$ cat src/rtl/core/i2a_pkg.sv
// Shared types and constants of the signed integer to decimal text converter.
// Used by the controller, the datapath and the top level.
package i2a_pkg;

  localparam int unsigned DATA_W     = 32;
  localparam int unsigned CHAR_W     = 6;
  localparam int unsigned DIGIT_W    = 4;
  localparam int unsigned MAX_DIGITS = 10;
  localparam int unsigned PTR_W      = $clog2(MAX_DIGITS);

  localparam logic [CHAR_W-1:0] CHAR_ZERO  = 6'd48;
  localparam logic [CHAR_W-1:0] CHAR_MINUS = 6'd45;

  // ceil(2^35 / 10); (x * RECIP_10) >> 35 equals x / 10 for every 32-bit x.
  localparam logic [DATA_W-1:0] RECIP_10    = 32'hCCCC_CCCD;
  localparam int unsigned       RECIP_SHIFT = 35;
  localparam int unsigned       QUOT_W      = 2 * DATA_W - RECIP_SHIFT;

  typedef struct packed {
    logic load;        // capture a new request
    logic mul;         // form magnitude times reciprocal
    logic div_step;    // store one digit and replace magnitude by quotient
    logic emit_sign;   // load the minus sign into the output register
    logic emit_digit;  // load the digit under the pointer
  } cmd_t;

  typedef struct packed {
    logic neg;         // request was negative
    logic conv_done;   // the current division step yields the last digit
    logic ptr_zero;    // pointer sits on the least significant digit
    logic out_free;    // output register can take a character this cycle
  } status_t;

endpackage

$ cat src/rtl/core/i2a_ctrl.sv
// Controller of the decimal text converter: sequences conversion and output.
// Depends on i2a_pkg for the command and status types.
module i2a_ctrl
  import i2a_pkg::*;
(
  input  logic    clk,
  input  logic    rst_n,
  input  logic    in_valid,
  output logic    in_ready,
  input  status_t status,
  output cmd_t    cmd
);

  localparam logic [2:0] ST_IDLE = 3'd0;
  localparam logic [2:0] ST_MUL  = 3'd1;
  localparam logic [2:0] ST_DIV  = 3'd2;
  localparam logic [2:0] ST_SIGN = 3'd3;
  localparam logic [2:0] ST_EMIT = 3'd4;

  logic [2:0] state_r;
  logic [2:0] state_nxt;

  assign in_ready = (state_r == ST_IDLE);

  always_comb begin
    state_nxt = state_r;
    cmd       = '0;
    unique case (state_r)
      ST_IDLE: begin
        if (in_valid) begin
          cmd.load  = 1'b1;
          state_nxt = ST_MUL;
        end
      end
      ST_MUL: begin
        cmd.mul   = 1'b1;
        state_nxt = ST_DIV;
      end
      ST_DIV: begin
        cmd.div_step = 1'b1;
        if (status.conv_done) begin
          state_nxt = status.neg ? ST_SIGN : ST_EMIT;
        end else begin
          state_nxt = ST_MUL;
        end
      end
      ST_SIGN: begin
        if (status.out_free) begin
          cmd.emit_sign = 1'b1;
          state_nxt     = ST_EMIT;
        end
      end
      ST_EMIT: begin
        if (status.out_free) begin
          cmd.emit_digit = 1'b1;
          if (status.ptr_zero) begin
            state_nxt = ST_IDLE;
          end
        end
      end
      default: begin
        state_nxt = ST_IDLE;
      end
    endcase
  end

  always_ff @(posedge clk) begin
    if (!rst_n) begin
      state_r <= ST_IDLE;
    end else begin
      state_r <= state_nxt;
    end
  end

endmodule

$ cat src/rtl/core/i2a_dp.sv
// Datapath of the decimal text converter: reciprocal divider, digit buffer
// and output register. Depends on i2a_pkg for constants and the cmd/status types.
module i2a_dp
  import i2a_pkg::*;
(
  input  logic                     clk,
  input  logic                     rst_n,
  input  logic signed [DATA_W-1:0] in_value,
  input  cmd_t                     cmd,
  output status_t                  status,
  output logic                     out_valid,
  input  logic                     out_ready,
  output logic [CHAR_W-1:0]        out_character,
  output logic                     out_last_char
);

  logic                   neg_r;
  logic [DATA_W-1:0]      mag_r;
  logic [2*DATA_W-1:0]    prod_r;
  logic [PTR_W-1:0]       ptr_r;
  logic [DIGIT_W-1:0]     digit_buf_r [MAX_DIGITS];
  logic                   out_valid_r;
  logic [CHAR_W-1:0]      out_char_r;
  logic                   out_last_r;

  logic [DATA_W-1:0]      raw;
  logic [QUOT_W-1:0]      quot;
  logic [DATA_W-1:0]      quot_x10;
  logic [DATA_W-1:0]      rem_full;
  logic [DIGIT_W-1:0]     digit;

  assign raw      = DATA_W'(unsigned'(in_value));
  assign quot     = prod_r[2*DATA_W-1:RECIP_SHIFT];
  assign quot_x10 = (DATA_W'(quot) << 3) + (DATA_W'(quot) << 1);
  assign rem_full = mag_r - quot_x10;
  assign digit    = rem_full[DIGIT_W-1:0];

  assign status.neg       = neg_r;
  assign status.conv_done = (quot == '0) || (ptr_r == PTR_W'(MAX_DIGITS - 1));
  assign status.ptr_zero  = (ptr_r == '0);
  assign status.out_free  = !out_valid_r || out_ready;

  always_ff @(posedge clk) begin
    if (cmd.load) begin
      neg_r <= raw[DATA_W-1];
      mag_r <= raw[DATA_W-1] ? (DATA_W'(0) - raw) : raw;
      ptr_r <= '0;
    end
    if (cmd.mul) begin
      prod_r <= (2*DATA_W)'(mag_r) * (2*DATA_W)'(RECIP_10);
    end
    if (cmd.div_step) begin
      digit_buf_r[ptr_r] <= digit;
      mag_r              <= DATA_W'(quot);
      if (!status.conv_done) begin
        ptr_r <= ptr_r + 1'b1;
      end
    end
    if (cmd.emit_digit) begin
      ptr_r <= ptr_r - 1'b1;
    end
  end

  always_ff @(posedge clk) begin
    if (!rst_n) begin
      out_valid_r <= 1'b0;
    end else if (cmd.emit_sign || cmd.emit_digit) begin
      out_valid_r <= 1'b1;
    end else if (out_ready) begin
      out_valid_r <= 1'b0;
    end
  end

  always_ff @(posedge clk) begin
    if (cmd.emit_sign) begin
      out_char_r <= CHAR_MINUS;
      out_last_r <= 1'b0;
    end else if (cmd.emit_digit) begin
      out_char_r <= CHAR_ZERO + CHAR_W'(digit_buf_r[ptr_r]);
      out_last_r <= (ptr_r == '0);
    end
  end

  assign out_valid     = out_valid_r;
  assign out_character = out_char_r;
  assign out_last_char = out_last_r;

endmodule

$ cat src/rtl/core/signed_int_to_decimal_ascii.sv
// Top level of the signed 32-bit integer to decimal ASCII text converter.
// Instantiates i2a_ctrl and i2a_dp; depends on i2a_pkg.
//
//   Channel | Direction | Handshake           | Payload
//   in      | input     | in_valid/in_ready   | in_value (32 b, signed)
//   out     | output    | out_valid/out_ready | out_character (6 b), out_last_char
//
// Each digit takes a multiply step, then a quotient and remainder step, and later a step
// to enter the output register; a negative request adds a step for the minus sign.
// The next request is accepted right after the last character enters the output register.
// Reset is synchronous, active low, and clears the controller state and output valid.
// A stall on out_ready holds the emitting controller with no loss of characters.
module signed_int_to_decimal_ascii
  import i2a_pkg::*;
(
  input  logic                     clk,
  input  logic                     rst_n,
  input  logic                     in_valid,
  output logic                     in_ready,
  input  logic signed [DATA_W-1:0] in_value,
  output logic                     out_valid,
  input  logic                     out_ready,
  output logic [CHAR_W-1:0]        out_character,
  output logic                     out_last_char
);

  // Commands flow from the controller to the datapath, status flows back.
  cmd_t    cmd;
  status_t status;

  // The controller owns the sequence: capture, then alternate multiply and
  // division steps until the quotient is zero or the buffer is full, then emit the optional sign and
  // the buffered digits from the most significant one down.
  i2a_ctrl u_ctrl (
    .clk      (clk),
    .rst_n    (rst_n),
    .in_valid (in_valid),
    .in_ready (in_ready),
    .status   (status),
    .cmd      (cmd)
  );

  // The datapath holds the magnitude, the digit buffer and the output register.
  // Digits are stored least significant first and read back in reverse order.
  i2a_dp u_dp (
    .clk           (clk),
    .rst_n         (rst_n),
    .in_value      (in_value),
    .cmd           (cmd),
    .status        (status),
    .out_valid     (out_valid),
    .out_ready     (out_ready),
    .out_character (out_character),
    .out_last_char (out_last_char)
  );

endmodule

$ cat config.mk
export PLATFORM = sky130hd
export DESIGN_NAME = signed_int_to_decimal_ascii
export DESIGN_NICKNAME = d
export VERILOG_FILES = /design/src/rtl/core/i2a_pkg.sv /design/src/rtl/core/i2a_ctrl.sv /design/src/rtl/core/i2a_dp.sv /design/src/rtl/core/signed_int_to_decimal_ascii.sv
export SDC_FILE = /design/constraint.sdc
export NUM_CORES = 1
export LEC_CHECK = 0
export ABC_CLOCK_PERIOD_IN_PS = 14700
export BUFFER_PORTS_ARGS = -buffer_cell sky130_fd_sc_hd__buf_2
export CAP_MARGIN = 30
export CORE_UTILIZATION = 45
export CTS_BUF_LIST = sky130_fd_sc_hd__clkbuf_4 sky130_fd_sc_hd__clkbuf_8
export CTS_CLUSTER_DIAMETER = 80
export CTS_CLUSTER_SIZE = 25
export DETAILED_ROUTE_END_ITERATION = 8
export SETUP_SLACK_MARGIN = 0.15
export SYNTH_ARGS = -nofsm -noshare
export SYNTH_HDL_FRONTEND = slang
export SYNTH_SLANG_ARGS = --single-unit
$ cat constraint.sdc
create_clock -name clk -period 14.7 [get_ports clk]
set_input_delay 2.94 -clock clk [delete_from_list [all_inputs] [get_ports clk]]
set_output_delay 2.94 -clock clk [all_outputs]
set_load 0.02 [all_outputs]
==> results.txt, run 1 <==
Final setup fails: 0
Yosys top cell area share: 35.5%
Top FF cell, synth: edfxtp_1
H-tree lvl count: 4
Fin area: 23100 um2
Setup TNS: 0 ns
Setup bufs post-CTS: 0
IO Pins: 45
Status: completed
DRC errors left: 0
Starting Density: 45.6%
Worst-path clk slew: 0.09 ns
Mapped Area: 21800 um2
Routability Congestion: 1.02
Root buf cell: clkbuf_8
Rows: 80
Largest net degree at the start of global routing: 69
Critical Path Max Stage Delay: 0.63 ns
Hold_buf cts: 0
Most common cell after layout, fill and taps aside: inv_1
Die X: 222 um
RSZ-0062 raised after global routing: no
CTS tree: built
Fill cells: 4441
Commonest non-fill, non-tap cells in the layout: 567 x inv_1, 387 x fa_1, 356 x ha_1
Nets: 2894
CTS Buf Count: 17
Hold crit path type: reg2reg
Initial antenna violation count: 3
Number of enable flip-flop cells after synthesis: 99
Synth area leader: fa_1
Startpoint types: flop
Layout Skew: 0.0220 ns
Die height: 222 um
CP bufs+invs: 4
Synth Register Bits: 116
Max-Cap Viols: 0
Worst Tran Pin Value: 1.06 ns
Critical-path cell list: ha_1 -> inv_1 -> fa_1 -> inv_1 -> fa_1 -> inv_1 -> fa_1 -> inv_1 -> fa_1 -> fa_1 -> fa_1 -> fa_1 -> ha_1 -> a21o_1 -> a21o_1 -> a21oi_1 -> o2111ai_1 -> o31a_1 -> o211ai_1 -> a21o_1 -> o21ai_0 -> a21oi_1 -> xnor2_1
Via-to-Cell Ratio: 5.34
Syn Nets: 2856
Syn Inst Count: 2077
First-pass GRT wire length: 95600 um
Post-route ant nets: 0
FFs w/ async S/R, synth: 0%
CP arrival: 8.09 ns
WS Path Type: reg2reg
Drt pass-1 iters: 5
Longest Clk Path Bufs: 2
Max Clk Rate: 0.126 GHz
Area grow syn2layout: 6.06%
Die ar.: 49300 um2
Max Slew Vio Count: 0
Skew-Pair Late Insertion Delay: 0.44 ns
GRT Total Usage: 26.2%
Final HPWL DP: 54600 um
Placed Area: 22700 um2
Core Area: 47700 um2
PortBufs: 43
Tcrit/Tclk final: 53.8%
Crit end category: flop
Required time of the critical path: 14.88 ns
Crit-path max FO: 5
Grt total ovfl: 0
Resized cells post-CTS: 0
Overall routed net length: 61300 um
Slowest stage cell, crit path: edfxtp_1
Tmin final: 7.91 ns
DR iter-0 viols: 997
Post-synthesis sequential area ratio: 15.2%
Family with the most delay on the worst path: adder cells
Synth unique cells: 69
Routed vias: 14671
Layout cells sized above 1: 5.17%
Slew Limit Headroom: 28.9%
Syn_area_per_cell: 10.5 um2
Fin. Hold Viols: 0
Vias in the first global route: 16045
Most numerous cell on the critical path: fa_1
Routed wire per std cell: 22.3 um
Ys Warns: 0
Synth top area cells: fa_1 36%, ha_1 20%, edfxtp_1 14%
Clock Sinks: 116
[cells in the mapped netlist, drive strengths merged (16+ instances only)]
cell / n
clkbuf: 27
a21oi: 67
and2: 16
dfxtp: 17
fa: 387
nand2: 88
xnor2: 35
inv: 569
xor2: 74
edfxtp: 99
ha: 356
nand3: 19
o21ai: 66
a21o: 34
nand4: 18
nor2: 35
[worst register-to-register path, cell delays in order (launching register included)]
cell       delay, ns
edfxtp_1        0.63
ha_1            0.64
inv_1           0.16
fa_1            0.53
inv_1           0.06
fa_1            0.50
inv_1           0.05
fa_1            0.50
inv_1           0.07
fa_1            0.56
fa_1            0.43
fa_1            0.45
fa_1            0.49
ha_1            0.35
a21o_1          0.19
a21o_1          0.16
a21oi_1         0.35
o2111ai_1       0.30
o31a_1          0.38
o211ai_1        0.25
a21o_1          0.20
o21ai_0         0.13
a21oi_1         0.20
xnor2_1         0.08
[final timing paths]
path,slack (ns),start,cells past startpoint,to
min,0.47,u_dp.out_last_char$_SDFFE_PP0P_,2,u_dp.out_last_char$_SDFFE_PP0P_
max,6.79,u_dp.mag_r[13]$_DFFE_PP_,23,u_dp.prod_r[58]$_DFFE_PP_
min reg2reg,0.47,u_dp.out_last_char$_SDFFE_PP0P_,2,u_dp.out_last_char$_SDFFE_PP0P_
max reg2reg,6.79,u_dp.mag_r[13]$_DFFE_PP_,23,u_dp.prod_r[58]$_DFFE_PP_
[through the flow]
| step | worst slack, ns | hold WS, ns | instances | util [%] |
|---|---|---|---|---|
| 6_report | 6.79 | 0.474 | 2746 | 48.4 |
| 5_1_grt | 6.54 | 0.499 | 2746 | 48.4 |
| 4_1_cts | 6.85 | 0.478 | 2739 | 48.3 |
| 3_5_place_dp | 6.90 | 0.462 | 2707 | 47.5 |
| 3_3_place_gp | 6.85 | 0.447 | 2706 | 47.5 |
| 2_1_floorplan | 7.93 | 0.507 | 2077 | - |
[registers in the layout, indices dropped and copies added (netlist names), 3 cells and up]
| name | count |
|---|---|
| u_ctrl.state_r | 3 |
| u_dp.digit_buf_r | 40 |
| u_dp.mag_r | 32 |
| u_dp.out_character | 5 |
| u_dp.prod_r | 29 |
| u_dp.ptr_r | 4 |
[layout make-up]
type	instances	area [um2]	area share [%]
flip-flops and latches	116	3310	14.3
diodes	3	7.51	0.0325
inverters	570	2140	9.26
multi-input cells	1359	16200	70.2
clock inverters	14	126	0.547
well taps	615	769	3.33
repair buffers	51	293	1.27
clock buffers	18	241	1.04
[per-layer routing]
layer	track usage, %	part of all wire (%)
met5	0	0
met3	4.06	5.9
met1	33.9	41
met2	43.5	48
met4	11.9	4.8
[cells by family (layout without fill, tap and decap cells)]
family / Yosys count / count (layout) / synth area share, %
DFF: 116 / 116 / 15.2
other: 1 / 4 / 0.0172
muxes: 16 / 16 / 1.19
xor gates and xnor gates: 109 / 109 / 4.38
buffers and inverters: 602 / 653 / 10.4
and+or+nand+nor: 253 / 253 / 5.91
AOI/OAI and AO/OA: 237 / 237 / 6.93
adders and majority gates: 743 / 743 / 56.0
Power of run 1 is left out: the tool's default activity adds up to more than one toggle a clock period on the data nets, which glitch-free logic cannot reach.
==> inputs of run 2 (changes only) <==
--- a/config.mk
+++ b/config.mk
@@ -5,7 +5,8 @@
 export SDC_FILE = /design/constraint.sdc
 export NUM_CORES = 1
 export LEC_CHECK = 0
-export ABC_CLOCK_PERIOD_IN_PS = 14700
+export ABC_AREA = 1
+export ABC_CLOCK_PERIOD_IN_PS = 7650
 export BUFFER_PORTS_ARGS = -buffer_cell sky130_fd_sc_hd__buf_2
 export CAP_MARGIN = 30
 export CORE_UTILIZATION = 45
==> constraint.sdc (replaced) <==
create_clock -name clk -period 7.65 [get_ports clk]
set_input_delay 1.53 -clock clk [delete_from_list [all_inputs] [get_ports clk]]
set_output_delay 1.53 -clock clk [all_outputs]
set_load 0.02 [all_outputs]
==> run 2 against run 1 <==
Net effect:
- core utilization up 0.41 points
- sequential share of layout area shrank 1.5 points
- register-to-register slack worse by 6.2 ns
- critical path type unchanged
- sequential cell count unchanged
- largest cell class unchanged
- worst hold slack gained 0.0013 ns
- clock skew increased by 0.0076 ns
- synthesized cell count is 39% higher
- cell count is 33% higher
- maximum frequency up 12%
- global-route usage is 5.2 points higher
==> results.txt, run 2 <==
CTS tree: built
Die X: 235 um
Largest register FFs: 40
Fin. Hold Viols: 0
Die height: 235 um
Die ar.: 55100 um2
IO Pins: 45
HP Start: u_dp.out_character[4]$_SDFFE_PP0P_
Tmin final: 7.07 ns
Skew-Pair Late Insertion Delay: 0.52 ns
Clock Sinks: 116
Max Clk Rate: 0.141 GHz
Pre-CTS setup slack: 0.704 ns
Final setup margin: 0.575 ns
Area occupied by multi-input gates: 17900 um2
Slew Limit Headroom: 35.4%
Yosys top cell area share: 31.8%
Post-synthesis sequential area ratio: 13.6%
Via-to-Cell Ratio: 5.26
Critical-path cell list: ha_1 -> inv_1 -> fa_1 -> inv_1 -> fa_1 -> inv_1 -> fa_1 -> inv_1 -> fa_1 -> fa_1 -> fa_1 -> inv_1 -> fa_1 -> inv_1 -> ha_1 -> a21oi_1 -> o21ai_0 -> a21oi_1 -> nand2_1 -> a21oi_1 -> nand2_1 -> nand2_1 -> nand2_1
Most flop-heavy register: u_dp.digit_buf_r
Nets: 3735
WHS Path Cells: 1
Root buf cell: clkbuf_8
Endpoint, Worst Hold: u_dp.out_character[4]$_SDFFE_PP0P_
Rows: 84
Most numerous cell on the critical path: fa_1
First-pass GRT wire length: 127000 um
FF-to-FF setup slack: 0.58 ns
Crit end category: flop
Required time of the critical path: 7.92 ns
Routed vias: 19224
Hold_buf cts: 0
Setup bufs post-CTS: 0
H-tree lvl count: 4
WS Path Type: reg2reg
Final Util: 48.8%
Setup TNS: 0 ns
Layout Cells excl Fill: 3658
Synth area leader: fa_1
Hold crit path type: reg2reg
PortBufs: 43
Grt total ovfl: 0
Syn Nets: 3676
Max Slew Vio Count: 0
Largest net degree at the start of global routing: 35
Worst Tran Pin Value: 0.959 ns
Most common cell after layout, fill and taps aside: inv_1
Post-route ant nets: 0
Synth unique cells: 45
Placed Cells: 3623
Syn Inst Count: 2897
Cell with the most instances after synthesis: inv_1
Drt pass-1 iters: 5
Longest Clk Path Bufs: 2
Synth Register Bits: 116
RSZ-0062 raised after global routing: no
FFs w/ async S/R, synth: 0%
Core Area: 53000 um2
CTS Buf Count: 17
Initial antenna violation count: 3
Tcrit/Tclk final: 92.5%
Register Area: 3310 um2
Layout Skew: 0.0296 ns
Final HPWL DP: 74800 um
Top FF cell, synth: edfxtp_1
Routed wire per std cell: 22.9 um
Worst-path clk slew: 0.11 ns
Largest registers: u_dp.digit_buf_r: 40 flops, u_dp.mag_r: 32 flops, u_dp.prod_r: 29 flops
List of most frequent post-synthesis cells: 806 x inv_1, 545 x nand2_1, 387 x fa_1
Overall routed net length: 83800 um
Syn_area_per_cell: 8.41 um2
Fill cells: 5256
Crit Reg-Reg Endpoint: u_dp.prod_r[56]$_DFFE_PP_
Routability Congestion: 1.03
Synth top area cells: fa_1 32%, ha_1 18%, inv_1 12%
Ys Warns: 0
GRT Total Usage: 31.4%
Critical Path Max Stage Delay: 0.63 ns
DRC errors left: 0
Crit-path max FO: 5
R2R depth: 23
Vias in the first global route: 19917
Layout cells sized above 1: 5.09%
Number of enable flip-flop cells after synthesis: 99
Startpoint types: flop
Commonest non-fill, non-tap cells in the layout: 805 x inv_1, 545 x nand2_1, 387 x fa_1
Status: completed
R2R Path Start: u_dp.mag_r[18]$_DFFE_PP_
Area grow syn2layout: 6.17%
Resized cells post-CTS: 0
CP arrival: 7.34 ns
Starting Density: 46.0%
Max-Cap Viols: 0
Slowest stage cell, crit path: ha_1
Final setup fails: 0
DR iter-0 viols: 1482
Mapped Area: 24400 um2
run 2: cell types whose count changed after synthesis, moves of 23 or more:
cell     previous run  this run
nand2_1            88       545
nor2_1             35       172
o21ai_0            56        89
nand3_1            19        81
inv_1             568       806
xor2_1             74        50
a21o_1             34        11
a21oi_1            67        91
run 2: cell families after synthesis:
group	after synthesis	share of synthesized area, %
xor gates and xnor gates	70	2.52
and+or+nand+nor	885	15.2
adders and majority gates	743	50.1
AOI/OAI and AO/OA	244	5.60
other	1	0.0154
buffers and inverters	838	13.0
DFF	116	13.6
run 2: routing by layer:
metal / up-vias / global-route usage [%] / wire length (um)
li1: 8906 / - / -
met1: 9536 / 44.1 / 37600
met2: 666 / 49.0 / 37700
met3: 116 / 6.31 / 5830
met4: 0 / 9.55 / 2650
met5: - / 0 / 0
run 2: final cells by class:
class	count	share of cell area (%)
timing repair buffer	64	1.44
sequential	116	12.8
clock buffer	17	0.905
clock inverter	15	0.513
inverter	814	11.8
multi-input combinational	1943	69.2
tap	688	3.33
antenna	1	0.00968
run 2: worst max-delay path: cells and delay by family, from the launching register on:
kind | cells | cell delay (ns)
AO/OA/AOI/OAI | 4 | 0.99
adder cells (fa/ha/maj) | 9 | 4.47
buffers and inverters | 6 | 0.43
flip-flops | 1 | 0.60
AND/OR/NAND/NOR | 4 | 0.33
run 2: worst max-delay path by stage:
stage	start	end	slack (ns)	depth (start not counted)
global route	u_dp.mag_r[18]$_DFFE_PP_	u_dp.prod_r[56]$_DFFE_PP_	0.34	23
finish	u_dp.mag_r[18]$_DFFE_PP_	u_dp.prod_r[56]$_DFFE_PP_	0.58	23
global placement	u_dp.mag_r[18]$_DFFE_PP_	u_dp.prod_r[56]$_DFFE_PP_	0.70	23
CTS	u_dp.mag_r[18]$_DFFE_PP_	u_dp.prod_r[56]$_DFFE_PP_	0.65	23
detailed placement	u_dp.mag_r[18]$_DFFE_PP_	u_dp.prod_r[56]$_DFFE_PP_	0.70	23
floorplan	u_dp.mag_r[19]$_DFFE_PP_	u_dp.prod_r[60]$_DFFE_PP_	1.72	24
run 2: through the flow:
| step | hold slack (ns) | instance area (um2) |
|---|---|---|
| global route | 0.495 | 25900 |
| detailed placement | 0.449 | 25500 |
| floorplan | 0.521 | 24400 |
| finish | 0.475 | 25900 |
| CTS | 0.475 | 25800 |
| global placement | 0.446 | 25500 |
Power of run 2 is left out for the same reason.
